--- src/srs_pkg.sv ---
// Shared types, constants and codes of the sensor reading smoother.
package srs_pkg;

   localparam int BYTE_W     = 8;
   localparam int VALUE_W    = 16;
   localparam int SCALED_W   = 21;
   localparam int CSR_IDX_W  = 3;
   localparam int CSR_DATA_W = 16;
   localparam int DIGIT_W    = 4;
   localparam int COUNT_W    = 8;

   localparam int DEFAULT_WINDOW = 8;

   localparam logic [BYTE_W-1:0]   CRC_POLY  = 8'h31;
   localparam logic [BYTE_W-1:0]   CRC_INIT  = 8'hFF;
   localparam int                  CRC_STEPS = 16;
   localparam logic [SCALED_W-1:0] SCALE     = 21'd20;

   localparam logic [DIGIT_W-1:0] ERR_TICKS     = 4'd8;
   localparam logic [DIGIT_W-1:0] ERR_DIGIT_MIN = 4'd6;
   localparam logic [DIGIT_W-1:0] ERR_DIGIT_MAX = 4'd9;

   localparam logic [COUNT_W-1:0] LINK_TIMEOUT_RST   = 8'd5;
   localparam logic [VALUE_W-1:0] VALUE_MAX_RST      = 16'd9999;
   localparam logic [VALUE_W-1:0] FAST_THRESHOLD_RST = 16'd200;
   localparam logic [COUNT_W-1:0] FAST_DELAY_RST     = 8'd1;
   localparam logic [COUNT_W-1:0] SLOW_DELAY_RST     = 8'd5;

   typedef enum logic [CSR_IDX_W-1:0] {
      CSR_LINK_TIMEOUT   = 3'd0,
      CSR_VALUE_MAX      = 3'd1,
      CSR_FAST_THRESHOLD = 3'd2,
      CSR_FAST_DELAY     = 3'd3,
      CSR_SLOW_DELAY     = 3'd4
   } csr_index_type;

   typedef enum logic [2:0] {
      ST_IDLE,
      ST_CRC,
      ST_APPLY,
      ST_ERROR,
      ST_READ,
      ST_WRITE,
      ST_DIVIDE,
      ST_FOLLOW
   } state_type;

endpackage

--- src/srs_if.sv ---
// Handshake channel interfaces: sensor frames, display results and register writes.
interface srs_req_if;
   import srs_pkg::*;
   logic              valid;
   logic              ready;
   logic [BYTE_W-1:0] high_byte;
   logic [BYTE_W-1:0] low_byte;
   logic [BYTE_W-1:0] check_byte;
   modport source (output valid, output high_byte, output low_byte, output check_byte,
                   input ready);
   modport sink   (input valid, input high_byte, input low_byte, input check_byte,
                   output ready);
endinterface

interface srs_rsp_if;
   import srs_pkg::*;
   logic               valid;
   logic               ready;
   logic [VALUE_W-1:0] display_value;
   logic               link_lost;
   logic               frame_good;
   modport source (output valid, output display_value, output link_lost,
                   output frame_good, input ready);
   modport sink   (input valid, input display_value, input link_lost,
                   input frame_good, output ready);
endinterface

interface srs_csr_if;
   import srs_pkg::*;
   logic                  valid;
   logic                  ready;
   logic [CSR_IDX_W-1:0]  index;
   logic [CSR_DATA_W-1:0] data;
   modport source (output valid, output index, output data, input ready);
   modport sink   (input valid, input index, input data, output ready);
endinterface

--- src/srs_ram.sv ---
// Generic single-port-write, single-port-read RAM with registered read data.
module srs_ram #(
   parameter int WIDTH = 16,
   parameter int DEPTH = 8
) (
   input  logic                     clock,
   input  logic                     wr_en,
   input  logic [$clog2(DEPTH)-1:0] wr_addr,
   input  logic [WIDTH-1:0]         wr_data,
   input  logic                     rd_en,
   input  logic [$clog2(DEPTH)-1:0] rd_addr,
   output logic [WIDTH-1:0]         rd_data
);

   logic [WIDTH-1:0] mem_ff [DEPTH];
   logic [WIDTH-1:0] rd_data_ff;

   always_ff @(posedge clock) begin
      if (wr_en) begin
         mem_ff[wr_addr] <= wr_data;
      end
      if (rd_en) begin
         rd_data_ff <= mem_ff[rd_addr];
      end
   end

   assign rd_data = rd_data_ff;

endmodule

--- src/sensor_reading_smoother.sv ---
// Top level of the sensor reading smoother: frame check, moving average and display follower.
//
// Usage: one request transaction on req_ch per sensor poll carries the three frame
// bytes (index high, index low, CRC-8). Every request yields exactly one response
// transaction on rsp_ch with the display value, the link-lost flag and whether this
// frame passed its check. Register writes on csr_ch are always taken (ready is tied
// high) and should be issued only while no request is in flight.
// Sequence: the CRC is checked one bit per cycle, then the APPLY state applies the
// frame. While the link is lost the ERROR state loads the response register once it is free.
// Otherwise the READ and WRITE states read and write the window memory, and the
// average comes from a restoring divider that retires one quotient bit per cycle
// over the 16 + clog2(WINDOW) bit sum; the FOLLOW state then runs the follower.
// A new request is taken only once the previous one has reached the response
// register and the sequencer is back in idle.
// Reset clears the link countdown to its default reload, the average and the display;
// the first frame after reset is not checked. The window memory needs no clearing.
// A stalled receiver holds the response register; the next request is still taken
// and runs until it needs that register, then waits there.
module sensor_reading_smoother #(
   parameter int WINDOW = srs_pkg::DEFAULT_WINDOW
) (
   input  logic      clock,
   input  logic      reset,
   srs_req_if.sink   req_ch,
   srs_rsp_if.source rsp_ch,
   srs_csr_if.sink   csr_ch
);

   import srs_pkg::*;

   localparam int IDX_W  = (WINDOW > 1) ? $clog2(WINDOW) : 1;
   localparam int CNT_W  = $clog2(WINDOW + 1);
   localparam int SUM_W  = VALUE_W + IDX_W;
   localparam int STEP_W = $clog2(SUM_W);

   // Configuration registers.
   logic [COUNT_W-1:0] link_timeout_ff, link_timeout_in;
   logic [VALUE_W-1:0] value_max_ff, value_max_in;
   logic [VALUE_W-1:0] fast_threshold_ff, fast_threshold_in;
   logic [COUNT_W-1:0] fast_delay_ff, fast_delay_in;
   logic [COUNT_W-1:0] slow_delay_ff, slow_delay_in;

   // Filter state.
   state_type          state_ff, state_in;
   logic [COUNT_W-1:0] countdown_ff, countdown_in;
   logic               command_sent_ff, command_sent_in;
   logic [VALUE_W-1:0] latest_ff, latest_in;
   logic [SUM_W-1:0]   sum_ff, sum_in;
   logic [IDX_W-1:0]   pos_ff, pos_in;
   logic               full_ff, full_in;
   logic [COUNT_W-1:0] follow_count_ff, follow_count_in;
   logic [VALUE_W-1:0] shown_ff, shown_in;
   logic [DIGIT_W-1:0] err_digit_ff, err_digit_in;
   logic [DIGIT_W-1:0] err_ticks_ff, err_ticks_in;

   // Response register.
   logic               rsp_valid_ff, rsp_valid_in;
   logic [VALUE_W-1:0] rsp_display_ff, rsp_display_in;
   logic               rsp_lost_ff, rsp_lost_in;
   logic               rsp_good_ff, rsp_good_in;

   // Working registers of the sequencer and the shared step unit.
   logic [BYTE_W-1:0]    high_ff, high_in;
   logic [BYTE_W-1:0]    low_ff, low_in;
   logic [BYTE_W-1:0]    check_ff, check_in;
   logic [BYTE_W-1:0]    crc_ff, crc_in;
   logic [2*BYTE_W-1:0]  shift_ff, shift_in;
   logic [STEP_W-1:0]    step_ff, step_in;
   logic                 good_ff, good_in;
   logic [SUM_W-1:0]     quo_ff, quo_in;
   logic [CNT_W-1:0]     rem_ff, rem_in;
   logic [CNT_W-1:0]     divisor_ff, divisor_in;

   // Window memory.
   logic               ram_wr_en;
   logic               ram_rd_en;
   logic [VALUE_W-1:0] ram_rd_data;

   // Combinational helpers.
   logic               out_free;
   logic               crc_fb;
   logic [SCALED_W-1:0] scaled;
   logic [COUNT_W-1:0] cd_next;
   logic [CNT_W:0]     trial;
   logic [CNT_W-1:0]   count_next;
   logic [SUM_W-1:0]   sum_next;
   logic [VALUE_W-1:0] target;
   logic [VALUE_W-1:0] diff;
   logic [COUNT_W-1:0] delay;
   logic [COUNT_W-1:0] fcount;
   logic [DIGIT_W-1:0] ticks_next;
   logic [DIGIT_W-1:0] digit_next;

   srs_ram #(
      .WIDTH (VALUE_W),
      .DEPTH (WINDOW)
   ) u_window_ram (
      .clock   (clock),
      .wr_en   (ram_wr_en),
      .wr_addr (pos_ff),
      .wr_data (latest_ff),
      .rd_en   (ram_rd_en),
      .rd_addr (pos_ff),
      .rd_data (ram_rd_data)
   );

   assign req_ch.ready         = (state_ff == ST_IDLE);
   assign csr_ch.ready         = 1'b1;
   assign rsp_ch.valid         = rsp_valid_ff;
   assign rsp_ch.display_value = rsp_display_ff;
   assign rsp_ch.link_lost     = rsp_lost_ff;
   assign rsp_ch.frame_good    = rsp_good_ff;

   assign out_free = !rsp_valid_ff || rsp_ch.ready;
   assign crc_fb   = crc_ff[BYTE_W-1] ^ shift_ff[2*BYTE_W-1];
   assign scaled   = SCALED_W'({high_ff, low_ff}) * SCALE;
   assign trial    = {rem_ff, quo_ff[SUM_W-1]};

   always_comb begin
      link_timeout_in   = link_timeout_ff;
      value_max_in      = value_max_ff;
      fast_threshold_in = fast_threshold_ff;
      fast_delay_in     = fast_delay_ff;
      slow_delay_in     = slow_delay_ff;
      state_in          = state_ff;
      countdown_in      = countdown_ff;
      command_sent_in   = command_sent_ff;
      latest_in         = latest_ff;
      sum_in            = sum_ff;
      pos_in            = pos_ff;
      full_in           = full_ff;
      follow_count_in   = follow_count_ff;
      shown_in          = shown_ff;
      err_digit_in      = err_digit_ff;
      err_ticks_in      = err_ticks_ff;
      rsp_valid_in      = rsp_valid_ff && !rsp_ch.ready;
      rsp_display_in    = rsp_display_ff;
      rsp_lost_in       = rsp_lost_ff;
      rsp_good_in       = rsp_good_ff;
      high_in           = high_ff;
      low_in            = low_ff;
      check_in          = check_ff;
      crc_in            = crc_ff;
      shift_in          = shift_ff;
      step_in           = step_ff;
      good_in           = good_ff;
      quo_in            = quo_ff;
      rem_in            = rem_ff;
      divisor_in        = divisor_ff;
      ram_wr_en         = 1'b0;
      ram_rd_en         = 1'b0;
      cd_next           = '0;
      count_next        = CNT_W'(pos_ff) + CNT_W'(1);
      sum_next          = sum_ff;
      target            = quo_ff[VALUE_W-1:0];
      diff              = '0;
      delay             = slow_delay_ff;
      fcount            = follow_count_ff + COUNT_W'(1);
      ticks_next        = err_ticks_ff + DIGIT_W'(1);
      digit_next        = err_digit_ff;

      if (csr_ch.valid) begin
         case (csr_index_type'(csr_ch.index))
            CSR_LINK_TIMEOUT:   link_timeout_in   = csr_ch.data[COUNT_W-1:0];
            CSR_VALUE_MAX:      value_max_in      = csr_ch.data;
            CSR_FAST_THRESHOLD: fast_threshold_in = csr_ch.data;
            CSR_FAST_DELAY:     fast_delay_in     = csr_ch.data[COUNT_W-1:0];
            CSR_SLOW_DELAY:     slow_delay_in     = csr_ch.data[COUNT_W-1:0];
            default: ;
         endcase
      end

      case (state_ff)
         ST_IDLE: begin
            if (req_ch.valid) begin
               high_in  = req_ch.high_byte;
               low_in   = req_ch.low_byte;
               check_in = req_ch.check_byte;
               crc_in   = CRC_INIT;
               shift_in = {req_ch.high_byte, req_ch.low_byte};
               step_in  = '0;
               state_in = ST_CRC;
            end
         end
         ST_CRC: begin
            // One message bit per cycle, most significant bit first.
            crc_in   = {crc_ff[BYTE_W-2:0], 1'b0} ^ (crc_fb ? CRC_POLY : '0);
            shift_in = {shift_ff[2*BYTE_W-2:0], 1'b0};
            step_in  = step_ff + STEP_W'(1);
            if (step_ff == STEP_W'(CRC_STEPS - 1)) begin
               state_in = ST_APPLY;
            end
         end
         ST_APPLY: begin
            cd_next = (countdown_ff != '0) ? countdown_ff - COUNT_W'(1) : countdown_ff;
            good_in = 1'b0;
            if (!command_sent_ff) begin
               command_sent_in = 1'b1;
            end else if (crc_ff == check_ff) begin
               good_in   = 1'b1;
               cd_next   = link_timeout_ff;
               latest_in = (scaled > SCALED_W'(value_max_ff)) ? value_max_ff
                                                            : scaled[VALUE_W-1:0];
            end
            countdown_in = cd_next;
            state_in     = (cd_next == '0) ? ST_ERROR : ST_READ;
         end
         ST_ERROR: begin
            if (out_free) begin
               digit_next = err_digit_ff;
               if (ticks_next >= ERR_TICKS) begin
                  ticks_next = '0;
                  digit_next = err_digit_ff + DIGIT_W'(1);
                  if (digit_next > ERR_DIGIT_MAX) begin
                     digit_next = ERR_DIGIT_MIN;
                  end
               end
               err_ticks_in    = ticks_next;
               err_digit_in    = digit_next;
               shown_in        = VALUE_W'(digit_next);
               follow_count_in = '0;
               rsp_valid_in    = 1'b1;
               rsp_display_in  = VALUE_W'(digit_next);
               rsp_lost_in     = 1'b1;
               rsp_good_in     = good_ff;
               state_in        = ST_IDLE;
            end
         end
         ST_READ: begin
            ram_rd_en = 1'b1;
            state_in  = ST_WRITE;
         end
         ST_WRITE: begin
            ram_wr_en = 1'b1;
            if (full_ff) begin
               sum_next   = sum_ff - SUM_W'(ram_rd_data) + SUM_W'(latest_ff);
               divisor_in = CNT_W'(WINDOW);
            end else begin
               sum_next   = sum_ff + SUM_W'(latest_ff);
               divisor_in = count_next;
            end
            if (count_next == CNT_W'(WINDOW)) begin
               pos_in  = '0;
               full_in = 1'b1;
            end else begin
               pos_in = count_next[IDX_W-1:0];
            end
            sum_in   = sum_next;
            quo_in   = sum_next;
            rem_in   = '0;
            step_in  = '0;
            state_in = ST_DIVIDE;
         end
         ST_DIVIDE: begin
            // Restoring division, one quotient bit per cycle.
            if (trial >= {1'b0, divisor_ff}) begin
               rem_in = CNT_W'(trial - {1'b0, divisor_ff});
               quo_in = {quo_ff[SUM_W-2:0], 1'b1};
            end else begin
               rem_in = trial[CNT_W-1:0];
               quo_in = {quo_ff[SUM_W-2:0], 1'b0};
            end
            step_in = step_ff + STEP_W'(1);
            if (step_ff == STEP_W'(SUM_W - 1)) begin
               state_in = ST_FOLLOW;
            end
         end
         ST_FOLLOW: begin
            if (out_free) begin
               diff  = (shown_ff >= target) ? shown_ff - target : target - shown_ff;
               delay = (diff >= fast_threshold_ff) ? fast_delay_ff : slow_delay_ff;
               if (fcount >= delay) begin
                  follow_count_in = '0;
                  shown_in        = target;
                  rsp_display_in  = target;
               end else begin
                  follow_count_in = fcount;
                  rsp_display_in  = shown_ff;
               end
               rsp_valid_in = 1'b1;
               rsp_lost_in  = 1'b0;
               rsp_good_in  = good_ff;
               state_in     = ST_IDLE;
            end
         end
         default: begin
            state_in = ST_IDLE;
         end
      endcase
   end

   always_ff @(posedge clock) begin
      if (reset) begin
         link_timeout_ff   <= LINK_TIMEOUT_RST;
         value_max_ff      <= VALUE_MAX_RST;
         fast_threshold_ff <= FAST_THRESHOLD_RST;
         fast_delay_ff     <= FAST_DELAY_RST;
         slow_delay_ff     <= SLOW_DELAY_RST;
         state_ff          <= ST_IDLE;
         countdown_ff      <= LINK_TIMEOUT_RST;
         command_sent_ff   <= 1'b0;
         latest_ff         <= '0;
         sum_ff            <= '0;
         pos_ff            <= '0;
         full_ff           <= 1'b0;
         follow_count_ff   <= '0;
         shown_ff          <= '0;
         err_digit_ff      <= ERR_DIGIT_MIN;
         err_ticks_ff      <= '0;
         rsp_valid_ff      <= 1'b0;
      end else begin
         link_timeout_ff   <= link_timeout_in;
         value_max_ff      <= value_max_in;
         fast_threshold_ff <= fast_threshold_in;
         fast_delay_ff     <= fast_delay_in;
         slow_delay_ff     <= slow_delay_in;
         state_ff          <= state_in;
         countdown_ff      <= countdown_in;
         command_sent_ff   <= command_sent_in;
         latest_ff         <= latest_in;
         sum_ff            <= sum_in;
         pos_ff            <= pos_in;
         full_ff           <= full_in;
         follow_count_ff   <= follow_count_in;
         shown_ff          <= shown_in;
         err_digit_ff      <= err_digit_in;
         err_ticks_ff      <= err_ticks_in;
         rsp_valid_ff      <= rsp_valid_in;
      end
   end

   always_ff @(posedge clock) begin
      rsp_display_ff <= rsp_display_in;
      rsp_lost_ff    <= rsp_lost_in;
      rsp_good_ff    <= rsp_good_in;
      high_ff        <= high_in;
      low_ff         <= low_in;
      check_ff       <= check_in;
      crc_ff         <= crc_in;
      shift_ff       <= shift_in;
      step_ff        <= step_in;
      good_ff        <= good_in;
      quo_ff         <= quo_in;
      rem_ff         <= rem_in;
      divisor_ff     <= divisor_in;
   end

endmodule
--- src/flat_wrapper.sv ---
// flat-port wrapper written by rule: the top's interface ports become plain ports
module sensor_reading_smoother_flat import srs_pkg::*;
#(
   parameter int WINDOW = srs_pkg::DEFAULT_WINDOW
)
  (clock, reset, req_ch_valid, req_ch_high_byte, req_ch_low_byte, req_ch_check_byte, req_ch_ready, rsp_ch_valid, rsp_ch_display_value, rsp_ch_link_lost, rsp_ch_frame_good, rsp_ch_ready, csr_ch_valid, csr_ch_index, csr_ch_data, csr_ch_ready);
  srs_req_if req_ch_i ();
  srs_rsp_if rsp_ch_i ();
  srs_csr_if csr_ch_i ();
  input  logic clock;
  input  logic reset;
  input wire logic [$bits(req_ch_i.valid)-1:0] req_ch_valid;
  input wire logic [$bits(req_ch_i.high_byte)-1:0] req_ch_high_byte;
  input wire logic [$bits(req_ch_i.low_byte)-1:0] req_ch_low_byte;
  input wire logic [$bits(req_ch_i.check_byte)-1:0] req_ch_check_byte;
  output wire logic [$bits(req_ch_i.ready)-1:0] req_ch_ready;
  output wire logic [$bits(rsp_ch_i.valid)-1:0] rsp_ch_valid;
  output wire logic [$bits(rsp_ch_i.display_value)-1:0] rsp_ch_display_value;
  output wire logic [$bits(rsp_ch_i.link_lost)-1:0] rsp_ch_link_lost;
  output wire logic [$bits(rsp_ch_i.frame_good)-1:0] rsp_ch_frame_good;
  input wire logic [$bits(rsp_ch_i.ready)-1:0] rsp_ch_ready;
  input wire logic [$bits(csr_ch_i.valid)-1:0] csr_ch_valid;
  input wire logic [$bits(csr_ch_i.index)-1:0] csr_ch_index;
  input wire logic [$bits(csr_ch_i.data)-1:0] csr_ch_data;
  output wire logic [$bits(csr_ch_i.ready)-1:0] csr_ch_ready;
  assign req_ch_i.valid = req_ch_valid;
  assign req_ch_i.high_byte = req_ch_high_byte;
  assign req_ch_i.low_byte = req_ch_low_byte;
  assign req_ch_i.check_byte = req_ch_check_byte;
  assign req_ch_ready = req_ch_i.ready;
  assign rsp_ch_valid = rsp_ch_i.valid;
  assign rsp_ch_display_value = rsp_ch_i.display_value;
  assign rsp_ch_link_lost = rsp_ch_i.link_lost;
  assign rsp_ch_frame_good = rsp_ch_i.frame_good;
  assign rsp_ch_i.ready = rsp_ch_ready;
  assign csr_ch_i.valid = csr_ch_valid;
  assign csr_ch_i.index = csr_ch_index;
  assign csr_ch_i.data = csr_ch_data;
  assign csr_ch_ready = csr_ch_i.ready;
  sensor_reading_smoother #(.WINDOW(WINDOW)) u_core (.clock(clock), .reset(reset), .req_ch(req_ch_i), .rsp_ch(rsp_ch_i), .csr_ch(csr_ch_i));
endmodule
--- config.mk ---
export PLATFORM = sky130hd
export DESIGN_NAME = sensor_reading_smoother_flat
export DESIGN_NICKNAME = d
export VERILOG_FILES = /design/src/srs_pkg.sv /design/src/srs_if.sv /design/src/srs_ram.sv /design/src/sensor_reading_smoother.sv /design/src/flat_wrapper.sv
export SDC_FILE = /design/constraint.sdc
export NUM_CORES = 1
export LEC_CHECK = 0
export CAP_MARGIN = 10
export CORE_MARGIN = 4
export CORE_UTILIZATION = 28
export CTS_BUF_LIST = sky130_fd_sc_hd__clkbuf_4 sky130_fd_sc_hd__clkbuf_8
export DETAILED_ROUTE_END_ITERATION = 6
export DONT_BUFFER_PORTS = 1
export GPL_TIMING_DRIVEN = 0
export PLACE_DENSITY_LB_ADDON = 0.05
export SETUP_SLACK_MARGIN = 0.4
export SLEW_MARGIN = 20
export SYNTH_ARGS = -nofsm -noshare
export SYNTH_HDL_FRONTEND = slang
export SYNTH_HIERARCHICAL = 1
export SYNTH_SLANG_ARGS = --single-unit
--- constraint.sdc ---
create_clock -name clock -period 6.6 [get_ports clock]
set_input_delay 0.99 -clock clock [delete_from_list [all_inputs] [get_ports clock]]
set_output_delay 0.99 -clock clock [all_outputs]
set_load 0.02 [all_outputs]
==> results.json <==
{
  "reg_top3": "u_core/u_window_ram/mem_ff x128, u_core/quo_ff x19, u_core/sum_ff x19",
  "initialDrtViolationCount": 766,
  "slew_viol_final": 0,
  "post_synth_instance_area_um2": 21500,
  "power.switching_uw": 1690,
  "ys.flop_type": "edfxtp_1",
  "dpl-instance-area_um2": 23000,
  "synth_xor_xnor_area_share": 0.0314,
  "die_w_um": 285,
  "crit_fanout": 10,
  "power.density_nw_per_um2": 239,
  "grt.overflow.total": 0,
  "cts-root-buf": "clkbuf_8",
  "min_path_cells": 0,
  "clock_path_buffers": 3,
  "syn2layout_area_growth_pct": 19.3,
  "grt_max_degree": 26,
  "seq_area_frac_synth": 0.471,
  "synthAdderAreaFrac": 0.105,
  "rsz0062_at_grt": "yes",
  "largest_reg_flops": 128,
  "grt_pass1_wl_mm": 100,
  "worstSetupStartpointType": "flip-flop",
  "drc_errors": 0,
  "nets": 2403,
  "clk_pin_slew_worst_paths_ps": 60,
  "synth_edf_count": 243,
  "route.met3.wl_mm": 2.44,
  "antenna_found_initial": 3,
  "synth_seq_cells": 383,
  "skew_ps": 27.2,
  "crit_path_end_kind": "flip-flop",
  "synth.most_common_cell": "edfxtp_1",
  "ys_top_cells_by_area": "edfxtp_1, dfxtp_1, ha_1",
  "synth_cell_type_count": 87,
  "r2r_setup_slack_ps": -210,
  "final.min_clock_period_ps": 6810,
  "rows": 101,
  "hold_path_startpoint": "req_ch_low_byte[0]",
  "final_area_um2": 25600,
  "initial_core_util": 0.283,
  "switching_share": 0.275,
  "synth_top_family_by_area": "compound AO/OA/AOI/OAI gates",
  "reg2reg_to": "u_core/follow_count_ff[2]",
  "synthMuxAreaShare": 0.0644,
  "min_path_type": "in2reg",
  "synth.avg_cell_area_um2": 10.4,
  "setup_tns_ps": -6590,
  "status": "finished, violations left",
  "firstDrtPassIters": 5,
  "regMostFlops": "u_core/u_window_ram/mem_ff",
  "p_seq_frac": 0.444,
  "criticalPathCategory": "reg2reg",
  "globalplace.congestion": 0.821,
  "cp_data_required_time_ps": 7180,
  "core_um2": 75900,
  "pwr-share-comb": 0.146,
  "wl_met1_mm": 31.0,
  "syn-num-nets": 2276,
  "setup_viol_count_final": 40,
  "violations": "setup timing",
  "numCtsBuffers": 76,
  "synthArstFlopShare": 0,
  "cpMostUsedCell": "a21o_1",
  "max_freq_ghz": 0.147,
  "max_stage_delay_ps": 410,
  "clkPwrFrac": 0.409,
  "globalRouteTotalUtil": 0.160,
  "port_buffers": 0,
  "detail-route-antenna-nets": 0,
  "maxCapViolations": 0,
  "drive_gt1_frac": 0.167,
  "yosys_warnings": 6,
  "clk_latency_ps": 660,
  "rr_startpoint": "u_core/shown_ff[11]",
  "dpl.hpwl_mm": 48.1,
  "wl_met2_mm": 30.6,
  "num_io_pins": 69,
  "highest-signal-layer": "met4",
  "yosys.area_share.simple": 0.128,
  "vias_per_cell": 4.85,
  "clkSinkCount": 383,
  "die_area_um2": 81100,
  "worst_pin_slew_ps": 1050,
  "p_int_uw": 4440,
  "arrival_ps": 7400,
  "routed_wl_mm": 66.0,
  "synth_top_cell_area_share": 0.340,
  "vias": 15900,
  "slowest_stage": "or3b_4",
  "die_y_um": 285,
  "cts_tree": "done",
  "p_leak_uw": 0.00912,
  "yosys.area.top_type": "edfxtp_1",
  "slew_headroom": 0.301,
  "whs_endpoint": "u_core/low_ff[0]",
  "reg2reg_depth": 34,
  "ys_top_cells_by_count": "edfxtp_1, nand2_1, inv_1, a21oi_1, ha_1",
  "finalWorstSetupSlack_ps": -215,
  "postSynthCellCount": 2060,
  "synth-compound-area-share": 0.147,
  "fillers": 7744,
  "finalHoldViolCount": 0,
  "grt_pass1_vias": 16300,
  "timing.final.crit_share": 1.03,
  "h-tree-depth": 3,
  "wl_per_cell_um": 20.1,
  "vdd_ir_drop_max_mv": 0.212
}
-- through the flow --
stage	hold WS [ps]	power, µW	cells	util	setup WS (ps)
after detailed placement	413	3630	3100	0.303	-1180
after CTS	336	6250	3258	0.332	-309
final	421	6130	3276	0.337	-215
after floorplan	400	3390	2060	-	408
after global routing	367	6470	3276	0.337	-543
after global placement	421	3620	3090	0.301	-1180
-- per-layer routing --
layer | track usage | up-vias
met4 | 0.0562 | 0
met2 | 0.262 | 280
met1 | 0.215 | 7720
met3 | 0.0253 | 101
met5 | 0 | -
li1 | - | 7775
-- area by class of cell --
class                           count  area, µm²  share of cell area
Antenna cell                        1       2.50           0.0000978
Buffer                            100        587              0.0229
Clock buffer                      111       1350              0.0526
Clock inverter                     25        219             0.00856
Inverter                          183        687              0.0268
Multi-Input combinational cell   1394      10800               0.424
Sequential cell                   383      10100               0.395
Tap cell                         1030       1290              0.0504
Timing Repair Buffer               49        504              0.0197
-- cell usage in the layout, fill, tap and decap left out, drive strengths merged, types with 28 or more instances in the layout --
cell / synthesis / routed
a211oi: 30 / 30
a21o: 39 / 39
a21oi: 171 / 171
buf: 32 / 83
clkbuf: 68 / 177
dfxtp: 140 / 140
edfxtp: 243 / 243
ha: 147 / 147
inv: 180 / 186
mux2: 36 / 36
mux4: 32 / 32
nand2: 201 / 201
nand2b: 32 / 32
nand3: 48 / 48
nor2: 138 / 138
nor3: 58 / 58
o21ai: 75 / 75
xnor2: 48 / 48
xor2: 28 / 28
-- worst max-delay path, delay by kind of cell (launching register included) --
kind / cells / cell delay, ps
compound gates: 18 / 3070
buf+inv: 8 / 1260
fa+ha+maj: 3 / 870
simple gates: 3 / 630
flops: 1 / 370
mux: 1 / 270
xor+xnor: 1 / 250
-- power by group through the flow --
stage	Sequential, µW	Combinational (µW)	Clock [µW]
finish	2720	897	2510
global route	2730	1010	2730
CTS	2720	903	2630
detailed placement	2770	851	0
global placement	2770	845	0
floorplan	2750	639	0
-- what timing repair did --
item                                    CTS  global route
buffers inserted                         19            15
pin swaps                                48            41
hold buffers                              0             0
endpoints found under the setup margin   40            40
gates cloned                              3             2
gates resized for setup                 105            50
-- cell families after synthesis --
kind of cell,after synthesis
AO/OA/AOI/OAI,480
AND/OR/NAND/NOR,586
buffers and inverters,283
multiplexers,83
XOR/XNOR,76
flip-flops,383
adder cells (fa/ha/maj),168
other,1
-- worst max path at each step --
stage,startpoint,to,slack (ps),cells past startpoint
2_1_floorplan,u_core/quo_ff[11],u_core/rsp_ch.display_value[10],410,30
3_3_place_gp,u_core/quo_ff[4],u_core/rsp_ch.display_value[5],-1180,26
3_5_place_dp,u_core/shown_ff[4],u_core/rsp_ch.display_value[3],-1180,30
4_1_cts,u_core/quo_ff[0],u_core/rsp_ch.display_value[6],-310,34
5_1_grt,u_core/quo_ff[5],u_core/follow_count_ff[2],-540,35
6_report,u_core/shown_ff[11],u_core/follow_count_ff[2],-210,34
(Power assumes the default switching activity.)
